==> src/rtl/core/node_alias_lru_cache_top_assert.svh <==
// Assertion macros for the alias cache top level.
`ifndef NODE_ALIAS_LRU_CACHE_TOP_ASSERT_SVH
`define NODE_ALIAS_LRU_CACHE_TOP_ASSERT_SVH

// Same-cycle implication, checked while out of reset.
`define NALC_ASSERT_NOW(lbl, clk, rst_n, ante, cons, msg) \
    lbl: assert property (@(posedge clk) disable iff (!rst_n) (ante) |-> (cons)) \
        else $error(msg);

// Next-cycle implication, checked while out of reset.
`define NALC_ASSERT_NEXT(lbl, clk, rst_n, ante, cons, msg) \
    lbl: assert property (@(posedge clk) disable iff (!rst_n) (ante) |=> (cons)) \
        else $error(msg);

`endif

==> src/rtl/core/nalc_pkg.sv <==
// ----------------------------------------------------------------------------
// nalc_pkg
// Shared types, constants and the alias fold for the node alias cache.
// ----------------------------------------------------------------------------
`default_nettype none

package nalc_pkg;

    localparam int ID_W              = 48;
    localparam int AL_W              = 12;
    localparam int CACHE_ENTRIES_DEF = 16;
    localparam int MAX_TRIES_DEF     = 64;
    localparam int LCG_SHIFT         = 9;
    localparam logic [ID_W-1:0] LCG_ADD = 48'h01B0CA37ABA9;

    typedef enum logic [2:0] {
        OP_ADD = 3'd0,
        OP_REM = 3'd1,
        OP_LKI = 3'd2,
        OP_LKA = 3'd3,
        OP_GEN = 3'd4
    } t_op;

    typedef enum logic [1:0] {
        ST_OK     = 2'd0,
        ST_ZERO   = 2'd1,
        ST_GIVEUP = 2'd2
    } t_status;

    typedef struct packed {
        logic            load;
        logic            step;
        logic [ID_W-1:0] seed;
    } t_gen_ctrl;

    // fold the 48-bit seed into a 12-bit alias
    function automatic logic [AL_W-1:0] fold_alias(input logic [ID_W-1:0] s);
        fold_alias = s[11:0] ^ s[23:12] ^ s[35:24] ^ s[47:36];
    endfunction

endpackage

`default_nettype wire

==> src/rtl/core/nalc_in_if.sv <==
// ----------------------------------------------------------------------------
// nalc_in_if
// Command channel: opcode and operands, valid/ready handshake.
// ----------------------------------------------------------------------------
`default_nettype none

interface nalc_in_if;
    logic                      valid;
    logic                      ready;
    logic [2:0]                opcode;
    logic [nalc_pkg::ID_W-1:0] node_id;
    logic [nalc_pkg::AL_W-1:0] node_alias;

    modport source (output valid, output opcode, output node_id, output node_alias,
                    input ready);
    modport sink   (input valid, input opcode, input node_id, input node_alias,
                    output ready);
endinterface

`default_nettype wire

==> src/rtl/core/nalc_out_if.sv <==
// ----------------------------------------------------------------------------
// nalc_out_if
// Result channel: status, lookup results and drop report.
// ----------------------------------------------------------------------------
`default_nettype none

interface nalc_out_if;
    logic                      valid;
    logic                      ready;
    logic [1:0]                status;
    logic                      hit;
    logic [nalc_pkg::ID_W-1:0] found_id;
    logic [nalc_pkg::AL_W-1:0] found_alias;
    logic                      dropped;
    logic [nalc_pkg::ID_W-1:0] dropped_id;
    logic [nalc_pkg::AL_W-1:0] dropped_alias;

    modport source (output valid, output status, output hit, output found_id,
                    output found_alias, output dropped, output dropped_id,
                    output dropped_alias, input ready);
    modport sink   (input valid, input status, input hit, input found_id,
                    input found_alias, input dropped, input dropped_id,
                    input dropped_alias, output ready);
endinterface

`default_nettype wire

==> src/rtl/core/nalc_ram.sv <==
// ----------------------------------------------------------------------------
// nalc_ram
// Generic simple dual-port RAM, one write and one registered read port.
// ----------------------------------------------------------------------------
`default_nettype none

module nalc_ram #(
    parameter int WIDTH = 8,
    parameter int DEPTH = 16
) (
    input  wire logic                                   i_clk,
    input  wire logic                                   i_we,
    input  wire logic [((DEPTH > 1) ? $clog2(DEPTH) : 1)-1:0] i_waddr,
    input  wire logic [WIDTH-1:0]                       i_wdata,
    input  wire logic                                   i_re,
    input  wire logic [((DEPTH > 1) ? $clog2(DEPTH) : 1)-1:0] i_raddr,
    output logic      [WIDTH-1:0]                       o_rdata
);

    logic [WIDTH-1:0] r_mem [DEPTH];

    always_ff @(posedge i_clk) begin
        if (i_we) begin
            r_mem[i_waddr] <= i_wdata;
        end
        if (i_re) begin
            o_rdata <= r_mem[i_raddr];
        end
    end

endmodule

`default_nettype wire

==> src/rtl/core/nalc_gen.sv <==
// ----------------------------------------------------------------------------
// nalc_gen
// Alias generator: 48-bit LCG seed register and 12-bit fold.
// ----------------------------------------------------------------------------
`default_nettype none

module nalc_gen (
    input  wire logic                      i_clk,
    input  wire logic                      i_rst_n,
    input  wire nalc_pkg::t_gen_ctrl       i_ctrl,
    output logic [nalc_pkg::AL_W-1:0]      o_alias
);

    logic [nalc_pkg::ID_W-1:0] r_seed;
    logic [nalc_pkg::ID_W-1:0] n_seed;

    // s * 513 + c, as shift and add
    assign n_seed  = (r_seed << nalc_pkg::LCG_SHIFT) + r_seed + nalc_pkg::LCG_ADD;
    assign o_alias = nalc_pkg::fold_alias(r_seed);

    always_ff @(posedge i_clk) begin
        if (!i_rst_n) begin
            r_seed <= '0;
        end else if (i_ctrl.load) begin
            r_seed <= i_ctrl.seed;
        end else if (i_ctrl.step) begin
            r_seed <= n_seed;
        end
    end

endmodule

`default_nettype wire

==> src/rtl/core/node_alias_lru_cache_top.sv <==
// Sequence: a hit on lookup or remove and every add run the search sweep, decide, the age
// update sweep and the result; a miss skips the update sweep, and a zero operand or an
// unused opcode goes straight to the result. One item is worked at a time; the next can be
// taken in the cycle after its result is registered. Generate: a zero alias uses one try,
// a colliding try a search sweep and a touch sweep; it gives up after MAX_TRIES tries.
// Reset (synchronous) clears the valid flags at once: no clearing pass; the seed returns to 0.
// ----------------------------------------------------------------------------
// node_alias_lru_cache_top
// LRU cache of node id / alias pairs held in one RAM, searched by sweeps.
// ----------------------------------------------------------------------------
`default_nettype none
`include "node_alias_lru_cache_top_assert.svh"

module node_alias_lru_cache_top #(
    parameter int CACHE_ENTRIES = nalc_pkg::CACHE_ENTRIES_DEF,
    parameter int MAX_TRIES     = nalc_pkg::MAX_TRIES_DEF
) (
    input  wire logic                      i_clk,
    input  wire logic                      i_rst_n,
    input  wire logic                      i_cfg_we,
    input  wire logic [nalc_pkg::ID_W-1:0] i_cfg_wdata,
    nalc_in_if.sink                        i_in,
    nalc_out_if.source                     o_out
);

    localparam int IW = (CACHE_ENTRIES > 1) ? $clog2(CACHE_ENTRIES) : 1;
    localparam int TW = $clog2(MAX_TRIES + 1);
    localparam int ID_W = nalc_pkg::ID_W;
    localparam int AL_W = nalc_pkg::AL_W;
    localparam int DW = ID_W + AL_W + IW;
    localparam logic [IW-1:0] LAST = IW'(CACHE_ENTRIES - 1);
    localparam logic [TW-1:0] TRY_LAST = TW'(MAX_TRIES - 1);

    typedef enum logic [2:0] {
        S_IDLE, S_SCAN, S_DECIDE, S_UPD, S_GEN, S_RESP
    } t_state;

    typedef enum logic [1:0] {
        M_FREE, M_TOUCH, M_ADD
    } t_mode;

    t_state                 r_state;
    nalc_pkg::t_op          r_op;
    logic [ID_W-1:0]        r_id;
    logic [AL_W-1:0]        r_key;
    logic [CACHE_ENTRIES-1:0] r_used;
    logic [CACHE_ENTRIES-1:0] r_live;

    // sweep pointers
    logic [IW-1:0]          r_idx;
    logic                   r_issue;
    logic                   r_pv;
    logic [IW-1:0]          r_pidx;

    // search results
    logic                   r_fa_found;
    logic [IW-1:0]          r_fa_idx;
    logic [IW-1:0]          r_fa_age;
    logic [ID_W-1:0]        r_fa_id;
    logic                   r_fi_found;
    logic [IW-1:0]          r_fi_idx;
    logic [IW-1:0]          r_fi_age;
    logic [AL_W-1:0]        r_fi_alias;
    logic                   r_old_found;
    logic [IW-1:0]          r_old_idx;
    logic [IW-1:0]          r_old_age;
    logic [ID_W-1:0]        r_old_id;
    logic [AL_W-1:0]        r_old_alias;
    logic                   r_free_found;
    logic [IW-1:0]          r_free_idx;

    // update sweep control
    t_mode                  r_mode;
    logic [IW-1:0]          r_tgt;
    logic [IW-1:0]          r_rank;
    logic                   r_dec;
    logic [IW-1:0]          r_slot;
    logic [TW-1:0]          r_tries;

    // result under construction
    nalc_pkg::t_status      r_status;
    logic                   r_hit;
    logic [ID_W-1:0]        r_fid;
    logic [AL_W-1:0]        r_fal;
    logic                   r_drop;
    logic [ID_W-1:0]        r_did;
    logic [AL_W-1:0]        r_dal;

    // output register
    logic                   r_out_valid;
    nalc_pkg::t_status      r_q_status;
    logic                   r_q_hit;
    logic [ID_W-1:0]        r_q_fid;
    logic [AL_W-1:0]        r_q_fal;
    logic                   r_q_drop;
    logic [ID_W-1:0]        r_q_did;
    logic [AL_W-1:0]        r_q_dal;

    // RAM and generator wiring
    logic [DW-1:0]          rd_data;
    logic [DW-1:0]          wr_data;
    logic                   wr_en;
    logic [ID_W-1:0]        rd_id;
    logic [AL_W-1:0]        rd_al;
    logic [IW-1:0]          rd_age;
    logic [IW-1:0]          new_age;
    logic [AL_W-1:0]        gen_alias;
    nalc_pkg::t_gen_ctrl    gctrl;
    logic                   sw_done;
    logic                   in_acc;
    nalc_pkg::t_op          in_op;

    // add decision
    logic                   add_drop;
    logic [IW-1:0]          add_d;
    logic [IW-1:0]          add_rank;
    logic [IW-1:0]          add_slot;
    logic [ID_W-1:0]        add_did;
    logic [AL_W-1:0]        add_dal;

    assign rd_id  = rd_data[ID_W-1:0];
    assign rd_al  = rd_data[ID_W +: AL_W];
    assign rd_age = rd_data[ID_W+AL_W +: IW];

    assign sw_done = r_pv && (r_pidx == LAST);
    assign i_in.ready = (r_state == S_IDLE);
    assign in_acc = i_in.valid && i_in.ready;
    assign in_op = nalc_pkg::t_op'(i_in.opcode);

    assign gctrl.load = i_cfg_we;
    assign gctrl.step = (r_state == S_GEN);
    assign gctrl.seed = i_cfg_wdata;

    nalc_ram #(
        .WIDTH (DW),
        .DEPTH (CACHE_ENTRIES)
    ) u_ram (
        .i_clk   (i_clk),
        .i_we    (wr_en),
        .i_waddr (r_pidx),
        .i_wdata (wr_data),
        .i_re    (r_issue),
        .i_raddr (r_idx),
        .o_rdata (rd_data)
    );

    nalc_gen u_gen (
        .i_clk   (i_clk),
        .i_rst_n (i_rst_n),
        .i_ctrl  (gctrl),
        .o_alias (gen_alias)
    );

    // pick the slot and the mapping an add drops
    always_comb begin
        add_drop = 1'b1;
        add_d    = r_old_idx;
        add_rank = r_old_age;
        add_slot = r_old_idx;
        add_did  = r_old_id;
        add_dal  = r_old_alias;
        if (r_fa_found) begin
            add_d    = r_fa_idx;
            add_rank = r_fa_age;
            add_did  = r_fa_id;
            add_dal  = r_key;
            add_slot = (r_free_found && (r_free_idx < r_fa_idx)) ? r_free_idx : r_fa_idx;
        end else if (r_free_found) begin
            add_drop = 1'b0;
            add_slot = r_free_idx;
        end
    end

    // age rewrite during the update sweep
    always_comb begin
        wr_en   = 1'b0;
        new_age = rd_age;
        wr_data = {rd_age, rd_al, rd_id};
        if ((r_state == S_UPD) && r_pv) begin
            case (r_mode)
                M_FREE: begin
                    if (r_used[r_pidx] && (rd_age > r_rank)) begin
                        wr_en   = 1'b1;
                        new_age = rd_age - IW'(1);
                    end
                end
                M_TOUCH: begin
                    if (r_pidx == r_tgt) begin
                        wr_en   = 1'b1;
                        new_age = '0;
                    end else if (r_used[r_pidx] && (rd_age < r_rank)) begin
                        wr_en   = 1'b1;
                        new_age = rd_age + IW'(1);
                    end
                end
                M_ADD: begin
                    if (r_pidx == r_slot) begin
                        wr_en   = 1'b1;
                        new_age = '0;
                    end else if (r_used[r_pidx]) begin
                        wr_en = 1'b1;
                        if (!(r_dec && (rd_age > r_rank))) begin
                            new_age = rd_age + IW'(1);
                        end
                    end
                end
                default: begin
                    wr_en = 1'b0;
                end
            endcase
            if ((r_mode == M_ADD) && (r_pidx == r_slot)) begin
                wr_data = {new_age, r_key, r_id};
            end else begin
                wr_data = {new_age, rd_al, rd_id};
            end
        end
    end

    always_ff @(posedge i_clk) begin
        if (!i_rst_n) begin
            r_state     <= S_IDLE;
            r_used      <= '0;
            r_live      <= '0;
            r_issue     <= 1'b0;
            r_pv        <= 1'b0;
            r_out_valid <= 1'b0;
        end else begin
            // sweep pointer: issue one read a cycle, data follows in the next cycle
            if ((r_state == S_SCAN) || (r_state == S_UPD)) begin
                r_pv   <= r_issue;
                r_pidx <= r_idx;
                if (r_issue) begin
                    if (r_idx == LAST) begin
                        r_issue <= 1'b0;
                    end else begin
                        r_idx <= r_idx + IW'(1);
                    end
                end
            end

            if (o_out.ready) begin
                r_out_valid <= 1'b0;
            end

            case (r_state)
                S_IDLE: begin
                    if (in_acc) begin
                        r_op       <= in_op;
                        r_id       <= i_in.node_id;
                        r_key      <= i_in.node_alias;
                        r_status   <= nalc_pkg::ST_OK;
                        r_hit      <= 1'b0;
                        r_fid      <= '0;
                        r_fal      <= '0;
                        r_drop     <= 1'b0;
                        r_did      <= '0;
                        r_dal      <= '0;
                        r_tries    <= '0;
                        r_idx      <= '0;
                        r_fa_found <= 1'b0;
                        r_fi_found <= 1'b0;
                        r_old_found  <= 1'b0;
                        r_free_found <= 1'b0;
                        case (in_op)
                            nalc_pkg::OP_ADD: begin
                                if ((i_in.node_id == '0) || (i_in.node_alias == '0)) begin
                                    r_status <= nalc_pkg::ST_ZERO;
                                    r_state  <= S_RESP;
                                end else begin
                                    r_issue <= 1'b1;
                                    r_state <= S_SCAN;
                                end
                            end
                            nalc_pkg::OP_REM, nalc_pkg::OP_LKA: begin
                                if (i_in.node_alias == '0) begin
                                    r_status <= nalc_pkg::ST_ZERO;
                                    r_state  <= S_RESP;
                                end else begin
                                    r_issue <= 1'b1;
                                    r_state <= S_SCAN;
                                end
                            end
                            nalc_pkg::OP_LKI: begin
                                if (i_in.node_id == '0) begin
                                    r_status <= nalc_pkg::ST_ZERO;
                                    r_state  <= S_RESP;
                                end else begin
                                    r_issue <= 1'b1;
                                    r_state <= S_SCAN;
                                end
                            end
                            nalc_pkg::OP_GEN: begin
                                r_state <= S_GEN;
                            end
                            default: begin
                                r_state <= S_RESP;
                            end
                        endcase
                    end
                end

                S_GEN: begin
                    // one try per visit; the seed advances this cycle
                    if (gen_alias == '0) begin
                        if (r_tries == TRY_LAST) begin
                            r_status <= nalc_pkg::ST_GIVEUP;
                            r_state  <= S_RESP;
                        end else begin
                            r_tries <= r_tries + TW'(1);
                        end
                    end else begin
                        r_key        <= gen_alias;
                        r_idx        <= '0;
                        r_issue      <= 1'b1;
                        r_fa_found   <= 1'b0;
                        r_fi_found   <= 1'b0;
                        r_old_found  <= 1'b0;
                        r_free_found <= 1'b0;
                        r_state      <= S_SCAN;
                    end
                end

                S_SCAN: begin
                    if (r_pv) begin
                        if (r_used[r_pidx] && (rd_al == r_key) && !r_fa_found) begin
                            r_fa_found <= 1'b1;
                            r_fa_idx   <= r_pidx;
                            r_fa_age   <= rd_age;
                            r_fa_id    <= rd_id;
                        end
                        if (r_used[r_pidx] && r_live[r_pidx] && (rd_id == r_id)
                                && !r_fi_found) begin
                            r_fi_found <= 1'b1;
                            r_fi_idx   <= r_pidx;
                            r_fi_age   <= rd_age;
                            r_fi_alias <= rd_al;
                        end
                        if (r_used[r_pidx] && (!r_old_found || (rd_age > r_old_age))) begin
                            r_old_found <= 1'b1;
                            r_old_idx   <= r_pidx;
                            r_old_age   <= rd_age;
                            r_old_id    <= rd_id;
                            r_old_alias <= rd_al;
                        end
                        if (!r_used[r_pidx] && !r_free_found) begin
                            r_free_found <= 1'b1;
                            r_free_idx   <= r_pidx;
                        end
                    end
                    if (sw_done) begin
                        r_state <= S_DECIDE;
                    end
                end

                S_DECIDE: begin
                    r_idx   <= '0;
                    r_state <= S_RESP;
                    case (r_op)
                        nalc_pkg::OP_ADD: begin
                            r_drop <= add_drop;
                            if (add_drop) begin
                                r_did <= add_did;
                                r_dal <= add_dal;
                                r_used[add_d] <= 1'b0;
                                r_live[add_d] <= 1'b0;
                            end
                            if (r_fi_found) begin
                                r_live[r_fi_idx] <= 1'b0;
                            end
                            r_used[add_slot] <= 1'b1;
                            r_live[add_slot] <= 1'b1;
                            r_mode  <= M_ADD;
                            r_dec   <= add_drop;
                            r_rank  <= add_rank;
                            r_slot  <= add_slot;
                            r_issue <= 1'b1;
                            r_state <= S_UPD;
                        end
                        nalc_pkg::OP_REM: begin
                            if (r_fa_found) begin
                                r_hit  <= 1'b1;
                                r_used[r_fa_idx] <= 1'b0;
                                r_live[r_fa_idx] <= 1'b0;
                                r_mode  <= M_FREE;
                                r_rank  <= r_fa_age;
                                r_issue <= 1'b1;
                                r_state <= S_UPD;
                            end
                        end
                        nalc_pkg::OP_LKI: begin
                            if (r_fi_found) begin
                                r_hit   <= 1'b1;
                                r_fal   <= r_fi_alias;
                                r_mode  <= M_TOUCH;
                                r_tgt   <= r_fi_idx;
                                r_rank  <= r_fi_age;
                                r_issue <= 1'b1;
                                r_state <= S_UPD;
                            end
                        end
                        nalc_pkg::OP_LKA: begin
                            if (r_fa_found) begin
                                r_hit   <= 1'b1;
                                r_fid   <= r_fa_id;
                                r_mode  <= M_TOUCH;
                                r_tgt   <= r_fa_idx;
                                r_rank  <= r_fa_age;
                                r_issue <= 1'b1;
                                r_state <= S_UPD;
                            end
                        end
                        nalc_pkg::OP_GEN: begin
                            if (r_fa_found) begin
                                // collision: touch the cached entry, then retry
                                r_mode  <= M_TOUCH;
                                r_tgt   <= r_fa_idx;
                                r_rank  <= r_fa_age;
                                r_issue <= 1'b1;
                                r_state <= S_UPD;
                            end else begin
                                r_fal <= r_key;
                            end
                        end
                        default: begin
                            r_state <= S_RESP;
                        end
                    endcase
                end

                S_UPD: begin
                    if (sw_done) begin
                        if (r_op == nalc_pkg::OP_GEN) begin
                            if (r_tries == TRY_LAST) begin
                                r_status <= nalc_pkg::ST_GIVEUP;
                                r_state  <= S_RESP;
                            end else begin
                                r_tries <= r_tries + TW'(1);
                                r_state <= S_GEN;
                            end
                        end else begin
                            r_state <= S_RESP;
                        end
                    end
                end

                S_RESP: begin
                    // hold until the output register is free
                    if (!r_out_valid || o_out.ready) begin
                        r_out_valid <= 1'b1;
                        r_q_status  <= r_status;
                        r_q_hit     <= r_hit;
                        r_q_fid     <= r_fid;
                        r_q_fal     <= r_fal;
                        r_q_drop    <= r_drop;
                        r_q_did     <= r_did;
                        r_q_dal     <= r_dal;
                        r_state     <= S_IDLE;
                    end
                end

                default: begin
                    r_state <= S_IDLE;
                end
            endcase
        end
    end

    assign o_out.valid         = r_out_valid;
    assign o_out.status        = r_q_status;
    assign o_out.hit           = r_q_hit;
    assign o_out.found_id      = r_q_fid;
    assign o_out.found_alias   = r_q_fal;
    assign o_out.dropped       = r_q_drop;
    assign o_out.dropped_id    = r_q_did;
    assign o_out.dropped_alias = r_q_dal;

    `NALC_ASSERT_NOW(a_live_used, i_clk, i_rst_n, 1'b1, ((r_live & ~r_used) == '0),
        "live entry not in use")
    `NALC_ASSERT_NEXT(a_one_item, i_clk, i_rst_n, in_acc, !i_in.ready,
        "second item taken while busy")
    `NALC_ASSERT_NOW(a_touch_used, i_clk, i_rst_n,
        ((r_state == S_UPD) && (r_mode == M_TOUCH)), r_used[r_tgt],
        "touch target not in use")

endmodule

`default_nettype wire

==> src/flat_wrapper.sv <==
// flat-port wrapper written by rule: the top's interface ports become plain ports
module node_alias_lru_cache_top_flat 
#(
    parameter int CACHE_ENTRIES = nalc_pkg::CACHE_ENTRIES_DEF,
    parameter int MAX_TRIES     = nalc_pkg::MAX_TRIES_DEF
)
  (i_clk, i_rst_n, i_cfg_we, i_cfg_wdata, i_in_valid, i_in_opcode, i_in_node_id, i_in_node_alias, i_in_ready, o_out_valid, o_out_status, o_out_hit, o_out_found_id, o_out_found_alias, o_out_dropped, o_out_dropped_id, o_out_dropped_alias, o_out_ready);
  nalc_in_if i_in_i ();
  nalc_out_if o_out_i ();
  input  wire logic i_clk;
  input  wire logic i_rst_n;
  input  wire logic i_cfg_we;
  input  wire logic [nalc_pkg::ID_W-1:0] i_cfg_wdata;
  input wire logic [$bits(i_in_i.valid)-1:0] i_in_valid;
  input wire logic [$bits(i_in_i.opcode)-1:0] i_in_opcode;
  input wire logic [$bits(i_in_i.node_id)-1:0] i_in_node_id;
  input wire logic [$bits(i_in_i.node_alias)-1:0] i_in_node_alias;
  output wire logic [$bits(i_in_i.ready)-1:0] i_in_ready;
  output wire logic [$bits(o_out_i.valid)-1:0] o_out_valid;
  output wire logic [$bits(o_out_i.status)-1:0] o_out_status;
  output wire logic [$bits(o_out_i.hit)-1:0] o_out_hit;
  output wire logic [$bits(o_out_i.found_id)-1:0] o_out_found_id;
  output wire logic [$bits(o_out_i.found_alias)-1:0] o_out_found_alias;
  output wire logic [$bits(o_out_i.dropped)-1:0] o_out_dropped;
  output wire logic [$bits(o_out_i.dropped_id)-1:0] o_out_dropped_id;
  output wire logic [$bits(o_out_i.dropped_alias)-1:0] o_out_dropped_alias;
  input wire logic [$bits(o_out_i.ready)-1:0] o_out_ready;
  assign i_in_i.valid = i_in_valid;
  assign i_in_i.opcode = i_in_opcode;
  assign i_in_i.node_id = i_in_node_id;
  assign i_in_i.node_alias = i_in_node_alias;
  assign i_in_ready = i_in_i.ready;
  assign o_out_valid = o_out_i.valid;
  assign o_out_status = o_out_i.status;
  assign o_out_hit = o_out_i.hit;
  assign o_out_found_id = o_out_i.found_id;
  assign o_out_found_alias = o_out_i.found_alias;
  assign o_out_dropped = o_out_i.dropped;
  assign o_out_dropped_id = o_out_i.dropped_id;
  assign o_out_dropped_alias = o_out_i.dropped_alias;
  assign o_out_i.ready = o_out_ready;
  node_alias_lru_cache_top #(.CACHE_ENTRIES(CACHE_ENTRIES), .MAX_TRIES(MAX_TRIES)) u_core (.i_clk(i_clk), .i_rst_n(i_rst_n), .i_cfg_we(i_cfg_we), .i_cfg_wdata(i_cfg_wdata), .i_in(i_in_i), .o_out(o_out_i));
endmodule
==> config.mk <==
export PLATFORM = sky130hd
export DESIGN_NAME = node_alias_lru_cache_top_flat
export DESIGN_NICKNAME = d
export VERILOG_FILES = /design/src/rtl/core/nalc_pkg.sv /design/src/rtl/core/nalc_in_if.sv /design/src/rtl/core/nalc_out_if.sv /design/src/rtl/core/nalc_ram.sv /design/src/rtl/core/nalc_gen.sv /design/src/rtl/core/node_alias_lru_cache_top.sv /design/src/flat_wrapper.sv
export VERILOG_INCLUDE_DIRS = /design/src /design/src/rtl/core
export SDC_FILE = /design/constraint.sdc
export NUM_CORES = 2
export LEC_CHECK = 0
export BUFFER_PORTS_ARGS = -buffer_cell sky130_fd_sc_hd__buf_2
export CAP_MARGIN = 10
export CORE_ASPECT_RATIO = 1.25
export CORE_MARGIN = 10
export CORE_UTILIZATION = 56
export CTS_BUF_LIST = sky130_fd_sc_hd__clkbuf_16
export DETAILED_ROUTE_END_ITERATION = 8
export PLACE_DENSITY = 0.86
export REMOVE_ABC_BUFFERS = 1
export SYNTH_ARGS = -nofsm -noshare
export SYNTH_HDL_FRONTEND = slang
export SYNTH_SLANG_ARGS = --single-unit
==> constraint.sdc <==
create_clock -name i_clk -period 8.92 [get_ports i_clk]
set_clock_uncertainty 0.1 [all_clocks]
set_input_delay 1.338 -clock i_clk [delete_from_list [all_inputs] [get_ports i_clk]]
set_output_delay 1.338 -clock i_clk [all_outputs]
set_load 0.02 [all_outputs]
==> reports/metrics.csv <==
metric,value,unit
status,"finished, final reports clean",
largest net degree at the start of global routing,137,
Fill cells,7949,
Yosys top cell by area,edfxtp_1,
vias in the first global route,41834,
CTS Hold Buffers Added,0,
Layout Cells excl Fill,6289,
DP Area,71900,um^2
GRT Util Overall,26.1,%
Clock Tree Root,clkbuf_16,
clock network power share,36.3,%
crit start category,register,
fin area,77000,um^2
Reg power frac,50.5,%
Setup Slack @ Placement,4.13,ns
Iteration-0 DRC Markers,5774,
fmax,0.204,GHz
Crit path required time,9.22,ns
Post-CTS Resized,0,
final setup margin,4.01,ns
async set-reset flop share out of synthesis,0,%
die footprint,137000,um^2
slew at the pin with the worst max-slew slack,1.25,ns
Die Y,412,um
flop and latch count out of synthesis,1667,
Post-synth EDFFs,1581,
Syn Inst Count,4319,
dpl cells,6006,
global-route wire length before repair,269000,um
"Reg clk slew, reported paths",0.07,ns
Cell variety after synth,78,
Setup CP Type,reg2reg,
P_leak,0.0264,uW
via count of the routed design,41767,
vias per cell,6.64,
Die Width,333,um
top-level port count,242,
final hold vios,0,
Core Region,122000,um^2
worst-path maximum fanout,33,
PwrDens,237,nW/um^2
Area Growth Syn to Fin,11.9,%
Post-DRT Antenna Nets,0,
Tcrit/Tclk final,55.1,%
P_int,13500,uW
clock buffer depth,3,
CTS H-tree depth,4,
Mapped Avg Cell Area,15.9,um^2
Detailed Place HPWL,107000,um
YS warnings,0,
IO Port Bufs,241,
Post-Route WL,184000,um
ys flop type,edfxtp_1,
maximum vdd ir drop,0.203,mV
CTS tree,done,
Initial Utilization,56.4,%
"Setup Fix Bufs, Post-CTS",0,
Sw Ratio,26.0,%
dominant cells by area after synthesis,"edfxtp_1 (69%), mux4_2 (4.5%), mux2i_1 (3.8%), dfxtp_1 (2.5%), mux2_2 (2.0%)",
Setup TNS Final,0,ns
count of pins over their slew limit,0,
initial antenna violation count,7,
grt ovf,0,
worst rel slew slack,16.5,%
RSZ-0062 raised after global routing,false,
clk sink count,1667,
Synth top area share,69.0,%
clk_lat worst skew,0.80,ns
First-pass DRT Iterations,9,
Comb power frac,13.1,%
NumNets Final,4783,
crit path DAT,5.21,ns
# rows,143,
Tightest Hold Check Type,reg2reg,
residual DRC count,0,
endpoint class of the critical path,register,
min cycle time layout,4.91,ns
post-synthesis sequential area ratio,71.5,%
"Cell Area, Synth",68800,um^2
Net Sw Power,4740,uW
layout cells sized above 1,18.4,%
placer's final routability congestion estimate,0.952,
post-DR wirelength/cell,29.2,um
Worst Hold Slack,0.310,ns
MaxCap Viol Count,0,
Final Setup Violations,0,
CTS Buf Count,154,
area by class of cell:
class / count / area [um^2] / share of cell area, %
diodes: 3 / 7.51 / 0.00975
clock buffers: 158 / 3950 / 5.14
clock inverters: 122 / 1100 / 1.43
inverters: 105 / 394 / 0.512
multi-input cells: 2324 / 18500 / 24.1
flip-flops and latches: 1667 / 49200 / 63.9
well taps: 1595 / 2000 / 2.59
repair buffers: 315 / 1800 / 2.34
critical path, cell delays in order (launching register included):
cell	delay, ns
edfxtp_1	0.58
ha_1	0.38
nor2b_1	0.14
o21a_1	0.16
o21a_1	0.17
or2_2	0.33
nor3b_1	0.20
o21ai_0	0.15
a21oi_1	0.24
o21bai_2	0.35
nor4b_2	0.38
buf_4	0.61
buf_4	0.67
cell usage in the layout (no fill, tap or decap), types with 71 or more instances in the layout:
cell	synthesis	routed
inv_1	100	118
nand2_1	299	297
nor2_1	146	143
mux2_2	122	122
xnor2_1	82	82
ha_1	100	100
dfxtp_1	86	85
a22oi_1	78	78
buf_2	10	241
mux4_2	138	138
a21oi_1	194	193
edfxtp_1	1581	1581
mux2i_1	260	260
buf_4	0	71
o21ai_0	245	241
clkbuf_16	0	158
power by group through the flow:
| stage | sequential (uW) | clock [uW] | combinational, uW |
|---|---|---|---|
| 6_report | 9220 | 6630 | 2400 |
| 4_1_cts | 9210 | 6670 | 2360 |
| 3_5_place_dp | 9370 | 0 | 2310 |
| 2_1_floorplan | 9460 | 0 | 1790 |
| 5_1_grt | 9220 | 6960 | 2560 |
| 3_3_place_gp | 9360 | 0 | 2240 |
routing by layer:
metal / vias to the layer above / share of wire, % / global-route usage [%]
li1: 17360 / - / -
met1: 20564 / 35 / 32.7
met2: 3251 / 49 / 43.2
met3: 588 / 12 / 6.13
met4: 4 / 4.7 / 11.9
met5: - / 0.013 / 0
synth_stat cells (all sizes together) (20+ instances only):
| master | n |
|---|---|
| edfxtp | 1581 |
| nand2 | 299 |
| mux2i | 260 |
| o21ai | 248 |
| a21oi | 196 |
| clkbuf | 176 |
| nor2 | 146 |
| mux4 | 138 |
| mux2 | 122 |
| inv | 101 |
| ha | 100 |
| dfxtp | 86 |
| xnor2 | 82 |
| a22oi | 78 |
| a221oi | 69 |
| and2 | 62 |
| xor2 | 59 |
| buf | 47 |
| nor4 | 42 |
| a31oi | 33 |
| nand3 | 32 |
| nor2b | 28 |
| nor3 | 28 |
| a21o | 27 |
| o22ai | 27 |
| nand4 | 26 |
| and3 | 20 |
state kept, by name, summed over array words and instances, names as in the netlist, 7 cells and up:
name,count
u_core.r_key,12
u_core.r_old_id,48
u_core.r_live,16
u_core.r_old_alias,12
u_core.r_fid,48
u_core.r_used,16
u_core.r_fi_alias,12
u_core.u_ram.r_mem,1024
u_core.o_out.dropped_id,48
u_core.o_out.found_id,48
u_core.u_ram.o_rdata,64
u_core.r_dal,12
u_core.o_out.dropped_alias,12
u_core.o_out.found_alias,12
u_core.r_fal,12
u_core.r_fa_id,48
u_core.r_id,48
u_core.r_tries,7
u_core.u_gen.r_seed,48
u_core.r_did,48
final timing paths:
check	to	depth (start not counted)	slack, ns	start
max	u_core.u_ram.r_mem[8][18]$_DFFE_PP_	12	4.01	u_core.u_ram.o_rdata[61]$_DFFE_PP_
max reg2reg	u_core.u_ram.r_mem[8][18]$_DFFE_PP_	12	4.01	u_core.u_ram.o_rdata[61]$_DFFE_PP_
min	u_core.o_out.dropped_alias[3]$_DFFE_PP_	0	0.31	u_core.r_dal[3]$_SDFFCE_PN0P_
min reg2reg	u_core.o_out.dropped_alias[3]$_DFFE_PP_	0	0.31	u_core.r_dal[3]$_SDFFCE_PN0P_
cell families after synthesis:
kind of cell             synth area share [%]
buffers and inverters                    1.81
AO/OA/AOI/OAI                            7.62
XOR/XNOR                                 1.80
flip-flops                               71.5
AND/OR/NAND/NOR                          5.11
multiplexers                             10.3
adder cells (fa/ha/maj)                  1.82
through the flow:
step | util, % | total power [uW]
global route | 63.2 | 18700
CTS | 63.2 | 18200
global placement | 59.0 | 11600
detailed placement | 59.0 | 11700
floorplan | - | 11300
finish | 63.2 | 18300
Note: power is estimated with default switching activity, not from simulation.
